**src/rtl/core/morse_key_decoder_macros.svh**
```systemverilog
// Assertion macros for the Morse key decoder.
// Both macros expect clk_i and rst_ni in scope.
`ifndef MORSE_KEY_DECODER_MACROS_SVH
`define MORSE_KEY_DECODER_MACROS_SVH

// Same-cycle implication, checked outside reset.
`define MKD_ASSERT_NOW(lbl, ante, cons, msg) \
  lbl: assert property (@(posedge clk_i) disable iff (!rst_ni) (ante) |-> (cons)) \
    else $error(msg);

// Next-cycle implication, checked outside reset.
`define MKD_ASSERT_NEXT(lbl, ante, cons, msg) \
  lbl: assert property (@(posedge clk_i) disable iff (!rst_ni) (ante) |=> (cons)) \
    else $error(msg);

`endif

```
**src/rtl/core/mkd_pkg.sv**
```systemverilog
// ---------------------------------------------------------------------------
// mkd_pkg
// Shared types, constants and the Morse symbol table of the key decoder.
// ---------------------------------------------------------------------------
`default_nettype none

package mkd_pkg;

  localparam int unsigned MAX_ELEMENTS_DEF = 5;
  localparam int unsigned ACTION_W         = 2;
  localparam int unsigned TICKS_W          = 16;
  localparam int unsigned CHAR_W           = 7;
  localparam int unsigned HELD_W           = 3;
  localparam int unsigned LOOKUP_LEN_W     = 4;
  localparam int unsigned LOOKUP_PAT_W     = 8;
  localparam int unsigned SYM_COUNT        = 36;
  localparam int unsigned SYM_LEN_MAX      = 5;

  localparam logic [TICKS_W-1:0] DASH_THRESHOLD_RST = 16'd500;
  localparam logic [TICKS_W-1:0] TICKS_MAX          = 16'hFFFF;
  localparam logic [CHAR_W-1:0]  CHAR_UNKNOWN       = 7'h3F;

  typedef enum logic [ACTION_W-1:0] {
    ACT_TICK   = 2'd0,
    ACT_COMMIT = 2'd1,
    ACT_CLEAR  = 2'd2
  } action_e;

  typedef struct packed {
    logic [2:0]        len;
    logic [4:0]        pat;
    logic [CHAR_W-1:0] ch;
  } sym_t;

  // Pattern: first element in the most significant used bit, dash = 1.
  localparam sym_t SymTable [SYM_COUNT] = '{
    '{3'd2, 5'h01, 7'h41}, '{3'd4, 5'h08, 7'h42}, '{3'd4, 5'h0A, 7'h43},
    '{3'd3, 5'h04, 7'h44}, '{3'd1, 5'h00, 7'h45}, '{3'd4, 5'h02, 7'h46},
    '{3'd3, 5'h06, 7'h47}, '{3'd4, 5'h00, 7'h48}, '{3'd2, 5'h00, 7'h49},
    '{3'd4, 5'h07, 7'h4A}, '{3'd3, 5'h05, 7'h4B}, '{3'd4, 5'h04, 7'h4C},
    '{3'd2, 5'h03, 7'h4D}, '{3'd2, 5'h02, 7'h4E}, '{3'd3, 5'h07, 7'h4F},
    '{3'd4, 5'h06, 7'h50}, '{3'd4, 5'h0D, 7'h51}, '{3'd3, 5'h02, 7'h52},
    '{3'd3, 5'h00, 7'h53}, '{3'd1, 5'h01, 7'h54}, '{3'd3, 5'h01, 7'h55},
    '{3'd4, 5'h01, 7'h56}, '{3'd3, 5'h03, 7'h57}, '{3'd4, 5'h09, 7'h58},
    '{3'd4, 5'h0B, 7'h59}, '{3'd4, 5'h0C, 7'h5A},
    '{3'd5, 5'h1F, 7'h30}, '{3'd5, 5'h0F, 7'h31}, '{3'd5, 5'h07, 7'h32},
    '{3'd5, 5'h03, 7'h33}, '{3'd5, 5'h01, 7'h34}, '{3'd5, 5'h00, 7'h35},
    '{3'd5, 5'h10, 7'h36}, '{3'd5, 5'h18, 7'h37}, '{3'd5, 5'h1C, 7'h38},
    '{3'd5, 5'h1E, 7'h39}
  };

  // Match the buffered elements against the table; '?' when nothing fits.
  function automatic logic [CHAR_W-1:0] sym_lookup(
    input logic [LOOKUP_LEN_W-1:0] len,
    input logic [LOOKUP_PAT_W-1:0] pat,
    input logic                    overflow
  );
    logic [CHAR_W-1:0] ch;
    ch = CHAR_UNKNOWN;
    if (!overflow && (len != '0) && (len <= LOOKUP_LEN_W'(SYM_LEN_MAX))) begin
      for (int i = 0; i < SYM_COUNT; i++) begin
        if (({1'b0, SymTable[i].len} == len) &&
            ({3'b000, SymTable[i].pat} == pat)) begin
          ch = SymTable[i].ch;
        end
      end
    end
    return ch;
  endfunction

endpackage

`default_nettype wire

```
**src/rtl/core/mkd_chan_if.sv**
```systemverilog
// ---------------------------------------------------------------------------
// mkd_chan_if
// Valid/ready channels of the Morse key decoder: input, result, config.
// ---------------------------------------------------------------------------
`default_nettype none

interface mkd_in_if;
  logic                          valid;
  logic                          ready;
  logic [mkd_pkg::ACTION_W-1:0]  action;
  logic                          key_down;

  modport source (output valid, output action, output key_down, input ready);
  modport sink   (input valid, input action, input key_down, output ready);
endinterface

interface mkd_out_if;
  logic                          valid;
  logic                          ready;
  logic                          led_on;
  logic                          element_valid;
  logic                          element_is_dash;
  logic                          char_valid;
  logic [mkd_pkg::CHAR_W-1:0]    character;
  logic [mkd_pkg::HELD_W-1:0]    elements_held;
  logic                          overflowed;

  modport source (
    output valid, output led_on, output element_valid, output element_is_dash,
    output char_valid, output character, output elements_held, output overflowed,
    input  ready
  );
  modport sink (
    input  valid, input led_on, input element_valid, input element_is_dash,
    input  char_valid, input character, input elements_held, input overflowed,
    output ready
  );
endinterface

interface mkd_cfg_if;
  logic                          valid;
  logic                          ready;
  logic [mkd_pkg::TICKS_W-1:0]   data;

  modport source (output valid, output data, input ready);
  modport sink   (input valid, input data, output ready);
endinterface

`default_nettype wire

```
**src/rtl/core/morse_key_decoder.sv**
```systemverilog
// ---------------------------------------------------------------------------
// morse_key_decoder
// Turns ticked key levels into dots, dashes and decoded ASCII characters.
// ---------------------------------------------------------------------------
// Each input item is a millisecond tick carrying the debounced key level, a
// commit, or a clear; every item yields exactly one result item with the lamp
// state, the element appended on a release, the character decoded on a
// commit, the buffer fill and the overflow flag. An item passes through the
// input register and then the result register, and a new item is taken every
// cycle while the result register is not stalled; the combinational state update
// (press counter, threshold compare, symbol table match) sets that rate.
// The result register stalls only when the sink holds ready low. The dash
// threshold is written through the config channel, which is always ready, and
// should be changed only while no item is in flight.
`default_nettype none

`include "morse_key_decoder_macros.svh"

module morse_key_decoder #(
  parameter int unsigned MAX_ELEMENTS = mkd_pkg::MAX_ELEMENTS_DEF
) (
  input  wire logic clk_i,
  input  wire logic rst_ni,
  mkd_in_if.sink    in_i,
  mkd_out_if.source out_o,
  mkd_cfg_if.sink   cfg_i
);
  import mkd_pkg::*;

  localparam int unsigned CntW = $clog2(MAX_ELEMENTS + 1);

  // Input register
  logic                in_valid_q;
  logic [ACTION_W-1:0] act_q;
  logic                key_q;

  // Decoder state
  logic                    key_held_q, key_held_d;
  logic [TICKS_W-1:0]      press_q, press_d;
  logic [MAX_ELEMENTS-1:0] elem_bits_q, elem_bits_d;
  logic [CntW-1:0]         elem_cnt_q, elem_cnt_d;
  logic                    ovf_q, ovf_d;
  logic [TICKS_W-1:0]      thresh_q;

  // Result register
  logic              out_valid_q;
  logic              led_q, led_d;
  logic              ev_q, ev_d;
  logic              edash_q, edash_d;
  logic              cv_q, cv_d;
  logic [CHAR_W-1:0] ch_q, ch_d;

  logic advance;
  logic dash;

  // Advance the pipe when the result slot is free or being drained.
  assign advance     = in_valid_q && (!out_valid_q || out_o.ready);
  assign in_i.ready  = !in_valid_q || advance;
  assign cfg_i.ready = 1'b1;

  assign dash = (press_q > thresh_q);

  always_comb begin
    key_held_d  = key_held_q;
    press_d     = press_q;
    elem_bits_d = elem_bits_q;
    elem_cnt_d  = elem_cnt_q;
    ovf_d       = ovf_q;
    ev_d        = 1'b0;
    edash_d     = 1'b0;
    cv_d        = 1'b0;
    ch_d        = '0;
    case (act_q)
      ACT_TICK: begin
        if (key_q) begin
          if (!key_held_q) begin
            // First tick of a press counts as tick one.
            key_held_d = 1'b1;
            press_d    = TICKS_W'(1);
          end else if (press_q != TICKS_MAX) begin
            press_d = press_q + TICKS_W'(1);
          end
        end else if (key_held_q) begin
          // Release: classify and append, or drop and flag when full.
          key_held_d = 1'b0;
          press_d    = '0;
          if (elem_cnt_q < CntW'(MAX_ELEMENTS)) begin
            elem_bits_d = {elem_bits_q[MAX_ELEMENTS-2:0], dash};
            elem_cnt_d  = elem_cnt_q + CntW'(1);
            ev_d        = 1'b1;
            edash_d     = dash;
          end else begin
            ovf_d = 1'b1;
          end
        end
      end
      ACT_COMMIT: begin
        cv_d        = 1'b1;
        ch_d        = sym_lookup(LOOKUP_LEN_W'(elem_cnt_q),
                                 LOOKUP_PAT_W'(elem_bits_q), ovf_q);
        elem_bits_d = '0;
        elem_cnt_d  = '0;
        ovf_d       = 1'b0;
      end
      ACT_CLEAR: begin
        elem_bits_d = '0;
        elem_cnt_d  = '0;
        ovf_d       = 1'b0;
      end
      default: begin
        // Unused code: report status only.
      end
    endcase
    // Lamp follows the state after this item.
    led_d = key_held_d && (press_d <= thresh_q);
  end

  always_ff @(posedge clk_i or negedge rst_ni) begin
    if (!rst_ni) begin
      in_valid_q  <= 1'b0;
      out_valid_q <= 1'b0;
      key_held_q  <= 1'b0;
      press_q     <= '0;
      elem_bits_q <= '0;
      elem_cnt_q  <= '0;
      ovf_q       <= 1'b0;
      thresh_q    <= DASH_THRESHOLD_RST;
    end else begin
      if (cfg_i.valid) begin
        thresh_q <= cfg_i.data;
      end
      if (in_i.valid && in_i.ready) begin
        in_valid_q <= 1'b1;
      end else if (advance) begin
        in_valid_q <= 1'b0;
      end
      if (advance) begin
        out_valid_q <= 1'b1;
        key_held_q  <= key_held_d;
        press_q     <= press_d;
        elem_bits_q <= elem_bits_d;
        elem_cnt_q  <= elem_cnt_d;
        ovf_q       <= ovf_d;
      end else if (out_o.ready) begin
        out_valid_q <= 1'b0;
      end
    end
  end

  // Payload registers: hold while stalled; the input payload loads on an accepted item, the result payload on advance.
  always_ff @(posedge clk_i) begin
    if (in_i.valid && in_i.ready) begin
      act_q <= in_i.action;
      key_q <= in_i.key_down;
    end
    if (advance) begin
      led_q   <= led_d;
      ev_q    <= ev_d;
      edash_q <= edash_d;
      cv_q    <= cv_d;
      ch_q    <= ch_d;
    end
  end

  assign out_o.valid           = out_valid_q;
  assign out_o.led_on          = led_q;
  assign out_o.element_valid   = ev_q;
  assign out_o.element_is_dash = edash_q;
  assign out_o.char_valid      = cv_q;
  assign out_o.character       = ch_q;
  assign out_o.elements_held   = HELD_W'(elem_cnt_q);
  assign out_o.overflowed      = ovf_q;

  `MKD_ASSERT_NOW(a_count_bound, 1'b1, elem_cnt_q <= CntW'(MAX_ELEMENTS),
    "element count above buffer depth")
  `MKD_ASSERT_NOW(a_press_held, 1'b1, key_held_q == (press_q != '0),
    "press counter disagrees with key state")
  `MKD_ASSERT_NOW(a_one_event, out_valid_q, !(ev_q && cv_q),
    "element and character reported by one item")
  `MKD_ASSERT_NEXT(a_commit_empties, advance && (act_q == ACT_COMMIT),
    (elem_cnt_q == '0) && !ovf_q, "commit left the buffer filled")

endmodule

`default_nettype wire

```
**src/flat_wrapper.sv**
```systemverilog
// flat-port wrapper written by rule: the top's interface ports become plain ports
module morse_key_decoder_flat import mkd_pkg::*;
#(
  parameter int unsigned MAX_ELEMENTS = mkd_pkg::MAX_ELEMENTS_DEF
)
  (clk_i, rst_ni, in_i_valid, in_i_action, in_i_key_down, in_i_ready, out_o_valid, out_o_led_on, out_o_element_valid, out_o_element_is_dash, out_o_char_valid, out_o_character, out_o_elements_held, out_o_overflowed, out_o_ready, cfg_i_valid, cfg_i_data, cfg_i_ready);
  mkd_in_if in_i_i ();
  mkd_out_if out_o_i ();
  mkd_cfg_if cfg_i_i ();
  input  wire logic clk_i;
  input  wire logic rst_ni;
  input wire logic [$bits(in_i_i.valid)-1:0] in_i_valid;
  input wire logic [$bits(in_i_i.action)-1:0] in_i_action;
  input wire logic [$bits(in_i_i.key_down)-1:0] in_i_key_down;
  output wire logic [$bits(in_i_i.ready)-1:0] in_i_ready;
  output wire logic [$bits(out_o_i.valid)-1:0] out_o_valid;
  output wire logic [$bits(out_o_i.led_on)-1:0] out_o_led_on;
  output wire logic [$bits(out_o_i.element_valid)-1:0] out_o_element_valid;
  output wire logic [$bits(out_o_i.element_is_dash)-1:0] out_o_element_is_dash;
  output wire logic [$bits(out_o_i.char_valid)-1:0] out_o_char_valid;
  output wire logic [$bits(out_o_i.character)-1:0] out_o_character;
  output wire logic [$bits(out_o_i.elements_held)-1:0] out_o_elements_held;
  output wire logic [$bits(out_o_i.overflowed)-1:0] out_o_overflowed;
  input wire logic [$bits(out_o_i.ready)-1:0] out_o_ready;
  input wire logic [$bits(cfg_i_i.valid)-1:0] cfg_i_valid;
  input wire logic [$bits(cfg_i_i.data)-1:0] cfg_i_data;
  output wire logic [$bits(cfg_i_i.ready)-1:0] cfg_i_ready;
  assign in_i_i.valid = in_i_valid;
  assign in_i_i.action = in_i_action;
  assign in_i_i.key_down = in_i_key_down;
  assign in_i_ready = in_i_i.ready;
  assign out_o_valid = out_o_i.valid;
  assign out_o_led_on = out_o_i.led_on;
  assign out_o_element_valid = out_o_i.element_valid;
  assign out_o_element_is_dash = out_o_i.element_is_dash;
  assign out_o_char_valid = out_o_i.char_valid;
  assign out_o_character = out_o_i.character;
  assign out_o_elements_held = out_o_i.elements_held;
  assign out_o_overflowed = out_o_i.overflowed;
  assign out_o_i.ready = out_o_ready;
  assign cfg_i_i.valid = cfg_i_valid;
  assign cfg_i_i.data = cfg_i_data;
  assign cfg_i_ready = cfg_i_i.ready;
  morse_key_decoder #(.MAX_ELEMENTS(MAX_ELEMENTS)) u_core (.clk_i(clk_i), .rst_ni(rst_ni), .in_i(in_i_i), .out_o(out_o_i), .cfg_i(cfg_i_i));
endmodule
```
**config.mk**
```make
export PLATFORM = sky130hd
export DESIGN_NAME = morse_key_decoder_flat
export DESIGN_NICKNAME = d
export VERILOG_FILES = /design/src/rtl/core/mkd_pkg.sv /design/src/rtl/core/mkd_chan_if.sv /design/src/rtl/core/morse_key_decoder.sv /design/src/flat_wrapper.sv
export VERILOG_INCLUDE_DIRS = /design/src /design/src/rtl/core
export SDC_FILE = /design/constraint.sdc
export NUM_CORES = 1
export LEC_CHECK = 0
export BUFFER_PORTS_ARGS = -buffer_cell sky130_fd_sc_hd__buf_4
export CAP_MARGIN = 25
export CORE_MARGIN = 1
export CORE_UTILIZATION = 54
export CTS_CLUSTER_DIAMETER = 100
export CTS_CLUSTER_SIZE = 8
export DETAILED_ROUTE_END_ITERATION = 8
export PLACE_DENSITY = 0.78
export SYNTH_ARGS = -nofsm -noshare
export SYNTH_HDL_FRONTEND = slang
export SYNTH_SLANG_ARGS = --single-unit
```
**constraint.sdc**
```tcl
create_clock -name clk_i -period 6.4 [get_ports clk_i]
set_clock_uncertainty 0.15 [all_clocks]
set_input_delay 0.64 -clock clk_i [delete_from_list [all_inputs] [get_ports clk_i]]
set_output_delay 0.64 -clock clk_i [all_outputs]
set_load 0.02 [all_outputs]
```
# [Word level (Yosys, flattened, before mapping)]
# Index checks and enable logic that the tools add are counted.
[word_totals] ff_bits=58 inputBits=24 output_inout_bits=18
[op_classes] magnitude_cmp=4 n_addsub=2 n_eq_ne=31 reduce_logical=58 bitwise_logic=5 n_mux=62
[op_table] operator="two-way mux 7 bit" n=26
[op_table] operator="two-way mux 16 bit" n=5
[op_table] operator="two-way mux 6 bit" n=11
[op_table] operator="logical AND 1 bit" n=41
[op_table] operator="equality test 4 x 5 -> 1 bit (first input constant)" n=7
[op_table] operator="equality test 5 bit (first input constant)" n=5
[op_table] operator="equality test 3 x 5 -> 1 bit (first input constant)" n=4
[op_table] operator="adder 16 x 1 -> 16 bit (second input constant)" n=1
[op_table] operator="greater-than comparator 16 bit" n=1
[op_table] operator="less-or-equal comparator 16 bit" n=1
[op_table] operator="inequality test 16 bit (second input constant)" n=1
[op_table] operator="two-way mux 5 bit" n=3
[op_table] operator="OR reduction 12 bit" n=1
[op_table] operator="two-way mux 1 bit" n=11
[op_table] operator="equality test 2 x 5 -> 1 bit (first input constant)" n=2
[op_table] operator="one-hot mux 5 bit (2 select lines)" n=1
[op_table] operator="AND reduction 5 bit" n=2
[op_table] operator="two-way mux 3 bit" n=3
[op_table] operator="equality test 2 x 3 -> 1 bit (first input constant)" n=2
[op_table] operator="equality test 3 bit (first input constant)" n=2
[op_table] operator="one-hot mux 3 bit (2 select lines)" n=1
[op_table] operator="nonzero test 2 bit" n=3
[op_table] operator="equality test 1 x 5 -> 1 bit (first input constant)" n=1
[op_table] operator="logical NOT 5 bit" n=1
[op_table] operator="other kinds (17)" n=26

# [Depth between registers and ports, before layout]
[depth] depth_word=39 depth_mapped=14

# [Least setup slack after synthesis]
# Ideal clock, no wire load.
[synth_timing] kind="reg-to-reg" start="reg u_core.press_q[0]" end="reg u_core.led_q (netlist: u_core.out_o.led_on), data pin" setup_slack_ps=3264 setup_time_ps=152 period_less_slack_ps=3136 required_ps=6098 path_stages_with_launch=14 arrival_time_ps=2833 cell_sequence="dfrtp_1 ha_1 nand3_1 or4_1 buf_2 and4_4 xnor2_1 nor2_1 ha_1 a21oi_1 nor2_1 a2111oi_0 o211ai_1 o21ai_0"
[synth_between] elab_chain_len=7 word_cells_on_any_way=9 classes_between="add/sub: 1; order compare: 1; eq/ne: 1; mux: 5; reduce/logical: 1"
[synth_rtl] element="start, declared" line="morse_key_decoder.sv:39" source="logic [TICKS_W-1:0] press_q, press_d;"
[synth_rtl] element="start signal, assigned" line="morse_key_decoder.sv:140" source="press_q <= press_d;"
[synth_rtl] element="adder 16 x 1 -> 16 bit or inequality test 16 bit (tied branches)" line="morse_key_decoder.sv:81, morse_key_decoder.sv:80"
[synth_rtl] element="two-way mux 16 bit *" line="morse_key_decoder.sv:80" source="end else if (press_q != TICKS_MAX) begin"
[synth_rtl] element="two-way mux 16 bit *" line="morse_key_decoder.sv:76" source="if (!key_held_q) begin"
[synth_rtl] element="two-way mux 16 bit *" line="morse_key_decoder.sv:75" source="if (key_q) begin"
[synth_rtl] element="two-way mux 16 bit *" line="morse_key_decoder.sv:73" source="case (act_q)"
[synth_rtl] element="net u_core.press_d[9]" line="morse_key_decoder.sv:39"
[synth_rtl] element="less-or-equal comparator 16 bit *" line="morse_key_decoder.sv:115" source="led_d = key_held_d && (press_d <= thresh_q);"
[synth_rtl] element="logical AND 1 bit *" line="morse_key_decoder.sv:115"
[synth_rtl] element="net u_core.led_d" line="morse_key_decoder.sv:47" source="logic led_q, led_d;"
[synth_rtl] element="end signal, assigned" line="morse_key_decoder.sv:157" source="led_q <= led_d;"
[synth_rtl] element="end, declared" line="morse_key_decoder.sv:47"
# Mark *: on every way through the listed nets, which the timed path passes. The rest lies on a longest branch.
# A chain may end at the register's enable or synchronous reset.

# [Worst setup path in the final report]
# Same ends and word-level chain as after synthesis.

==> summary.txt <==
Status
  – Status: completed

Final layout
  – # diodes: 0
  – Filler instances: 697
  – Area Growth Syn to Fin: 11.3%
  – Fraction of layout cells with a size suffix above 1: 0.134
  – Layout Nets: 633
  – Final Non-Filler Cells: 679
  – Fin area: 0.00513 mm^2

Power
  – Power Internal: 872 uW
  – Leak: 0.00219 uW
  – Combinational fraction of design power: 0.339
  – Net Sw Frac: 0.371
  – Clk pwr share: 0.298
  – Flop pwr share: 0.363
  – PD cells: 270 mW/mm^2
  – VDD IR-drop max: 0.126 mV
  – Psw: 514 uW

Routing
  – Vias per cell: 6.37
  – Antenna Nets Post-Route: 0
  – Drc violations: 0
  – Drt pass-1 iters: 5
  – WL per Instance: 18.2 um
  – WL final: 12,300 um
  – Via Count: 4,323
  – Drt first-iter violations: 273

Floorplanning
  – Die width: 94.4 um
  – Die ar.: 0.00892 mm^2
  – Top Ports: 42
  – Core area: 0.00826 mm^2
  – Die height: 94.4 um
  – # rows: 33
  – Initial Utilization: 0.559

Timing
  – Slew Limit Fails: 0
  – Setup TNS: 0 ns
  – Final setup vio count: 0
  – Final hold viol count: 0
  – RSZ-0062 raised after global routing: false
  – Hold_ws: 0.135 ns
  – Fmax: 0.278 GHz
  – Worst slew pin tran: 0.955 ns
  – Period utilization: 0.562
  – Tmin final: 3.60 ns
  – Slew HR: 0.363
  – Final worst slack: 2.80 ns

Global route
  – Antenna violations before repair: 0
  – Largest net degree at the start of global routing: 45
  – Most Used Layer, Global Route: met2
  – Met1 Use GR: 0.343
  – Global-route wire length before repair: 20,000 um
  – GRT Residual Overflow: 0
  – M3 GR Usage: 0.0507
  – Met2 usage: 0.499
  – Gr usage total: 0.293
  – Vias in the first global route: 4,168

Synthesis
  – Yosys Warn Count: 0
  – Top area cells in the synthesized netlist: dfrtp_1 (21%), ha_1 (11%), edfxtp_1 (9.1%)
  – Synth async-reset ratio: 0.759
  – Top-area cell type share of the netlist area: 0.206
  – Synthesized instance count: 547
  – Syn Area/Cell: 8.43 um^2
  – Largest family of logic cells by synthesized area: simple AND/OR/NAND/NOR gates
  – Post-synthesis simple-gate area fraction: 0.248
  – Compound-Gate Fraction of Synth Area: 0.218
  – Yosys reg bits: 58
  – Number of flops mapped to enable cells by yosys: 14
  – Register area share after synthesis: 0.331
  – Unique masters post-synth: 80
  – Largest area contributor in the netlist: dfrtp_1
  – Ys flop type: dfrtp_1
  – Xor/xnor share of the synthesized area: 0.0228
  – Post-synthesis mux area share: 0.00922
  – Synth Cell Area: 0.00461 mm^2
  – Synth top cells by count: nand2_1 (52), o21ai_0 (46), ha_1 (40)
  – Synth Area in Adders: 0.108
  – Count leader, synth: nand2_1
  – Post-Syn Nets: 611

Job
  – Max_cap viols: 0

Place
  – Post-detail-place hpwl: 9010 um
  – Placed inst area: 0.00489 mm^2
  – Cells after DPL: 662
  – Setup WS pre-CTS: 2.78 ns
  – I/O Buffers: 40
  – Routability Congestion: 0.950

Clocking
  – CTS tree: yes
  – Clock Tree Buf Depth: 2
  – Clk slew on worst S/H paths: 0.07 ns
  – Post CTS Setup Buffer Count: 0
  – Root buf cell: clkbuf_8
  – Hold Buf Count CTS: 0
  – CTS H-Tree Depth: 3
  – Worst skew pair latency: 0.34 ns
  – Post-cts sizing count: 0
  – CTS Buf Count: 9
  – Sink Count: 58

Critical path
  – Critical R2R Launch: u_core.press_q[0]$_DFFE_PN0P_
  – Startpoint Class: flop
  – Slowest CP cell: or4_1
  – Worst Path Required: 6.44 ns
  – Crit-path cells: ha_1 > nand3_1 > or4_1 > and4_4 > xnor2_1 > nor2_1 > ha_1 > a21oi_1 > nor2_1 > a2111oi_0 > o211ai_1 > o21ai_0
  – WS Path Type: reg -> reg
  – R2R depth: 12
  – CP Buf/Inv Count: 0
  – R2R Path End: u_core.out_o.led_on$_DFFE_PP_
  – Crit path DAT: 3.64 ns
  – CP top delay family: simple AND/OR/NAND/NOR gates
  – Largest stage delay on the critical path: 0.77 ns
  – R2R Setup Slk: 2.80 ns
  – Kind of end point of the critical path: flop
  – Critical Path Fanout Max: 10

Min path
  – Hold Path Class: in -> async
[worst register-to-register path, delay by kind of cell (launching register included)]
kind / cells / cell delay, ns
XOR/XNOR: 1 / 0.12
flip-flops: 1 / 0.48
AND/OR/NAND/NOR: 5 / 1.36
AO/OA/AOI/OAI: 4 / 0.83
adder cells (fa/ha/maj): 2 / 0.52
[flip-flops by register name (all words and copies together) (netlist names), 2 cells and up]
signal	cells
u_core.out_o.elements_held	3
u_core.act_q	2
u_core.out_o.character	7
u_core.press_q	16
u_core.elem_bits_q	5
u_core.thresh_q	16
[layout make-up]
| class | instances | area [um^2] | share of cell area |
|---|---|---|---|
| clock buffers | 10 | 128 | 0.0249 |
| clock inverters | 6 | 105 | 0.0205 |
| inverters | 34 | 128 | 0.0249 |
| multi-input cells | 425 | 2800 | 0.546 |
| flip-flops and latches | 58 | 1530 | 0.298 |
| well taps | 105 | 131 | 0.0256 |
| repair buffers | 41 | 308 | 0.0600 |
[stage by stage]
stage / power [uW] / util
after floorplan: 821 / -
after global placement: 956 / 0.592
after detailed placement: 967 / 0.592
after CTS: 1380 / 0.621
after global routing: 1470 / 0.622
final: 1390 / 0.622
[worst max-delay path by stage]
stage | startpoint | end | cells after the start
6_report | u_core.press_q[0]$_DFFE_PN0P_ | u_core.out_o.led_on$_DFFE_PP_ | 12
4_1_cts | u_core.act_q[0]$_DFFE_PP_ | u_core.out_o.led_on$_DFFE_PP_ | 11
5_1_grt | u_core.press_q[1]$_DFFE_PN0P_ | u_core.out_o.led_on$_DFFE_PP_ | 12
2_1_floorplan | u_core.press_q[0]$_DFFE_PN0P_ | u_core.out_o.led_on$_DFFE_PP_ | 13
3_3_place_gp | u_core.act_q[0]$_DFFE_PP_ | u_core.out_o.led_on$_DFFE_PP_ | 11
3_5_place_dp | u_core.act_q[0]$_DFFE_PP_ | u_core.out_o.led_on$_DFFE_PP_ | 11
[cells in the final DEF, fill, tap and decap left out, types with 9 or more instances in the layout]
| cell type | count |
|---|---|
| ha_1 | 40 |
| nand4_1 | 10 |
| nor2_1 | 34 |
| nor4_1 | 13 |
| buf_4 | 41 |
| or3_1 | 9 |
| inv_1 | 33 |
| a21oi_1 | 26 |
| dfrtp_1 | 38 |
| nor2b_1 | 11 |
| clkbuf_8 | 9 |
| nand2_1 | 52 |
| nor3_1 | 16 |
| nand2b_1 | 11 |
| nand3_1 | 21 |
| a31oi_1 | 13 |
| xnor2_1 | 10 |
| edfxtp_1 | 14 |
| o21ai_0 | 46 |
[kinds of logic after synthesis]
family | after synthesis
multiplexers | 4
other | 1
AND/OR/NAND/NOR | 215
flip-flops | 58
AO/OA/AOI/OAI | 153
buffers and inverters | 64
adder cells (fa/ha/maj) | 40
XOR/XNOR | 12
[per-layer routing]
| layer | part of all wire | wire [um] |
|---|---|---|
| met5 | 0 | 0 |
| met4 | 0.053 | 651 |
| met3 | 0.049 | 607 |
| met2 | 0.49 | 6020 |
| met1 | 0.41 | 5050 |
[power groups by stage]
stage               combinational, uW  sequential (uW)  clock, uW
global placement                  452              504          0
finish                            470              502        413
global route                      522              510        437
CTS                               463              500        421
detailed placement                460              507          0
floorplan                         336              485          0
(Power assumes the default switching activity.)
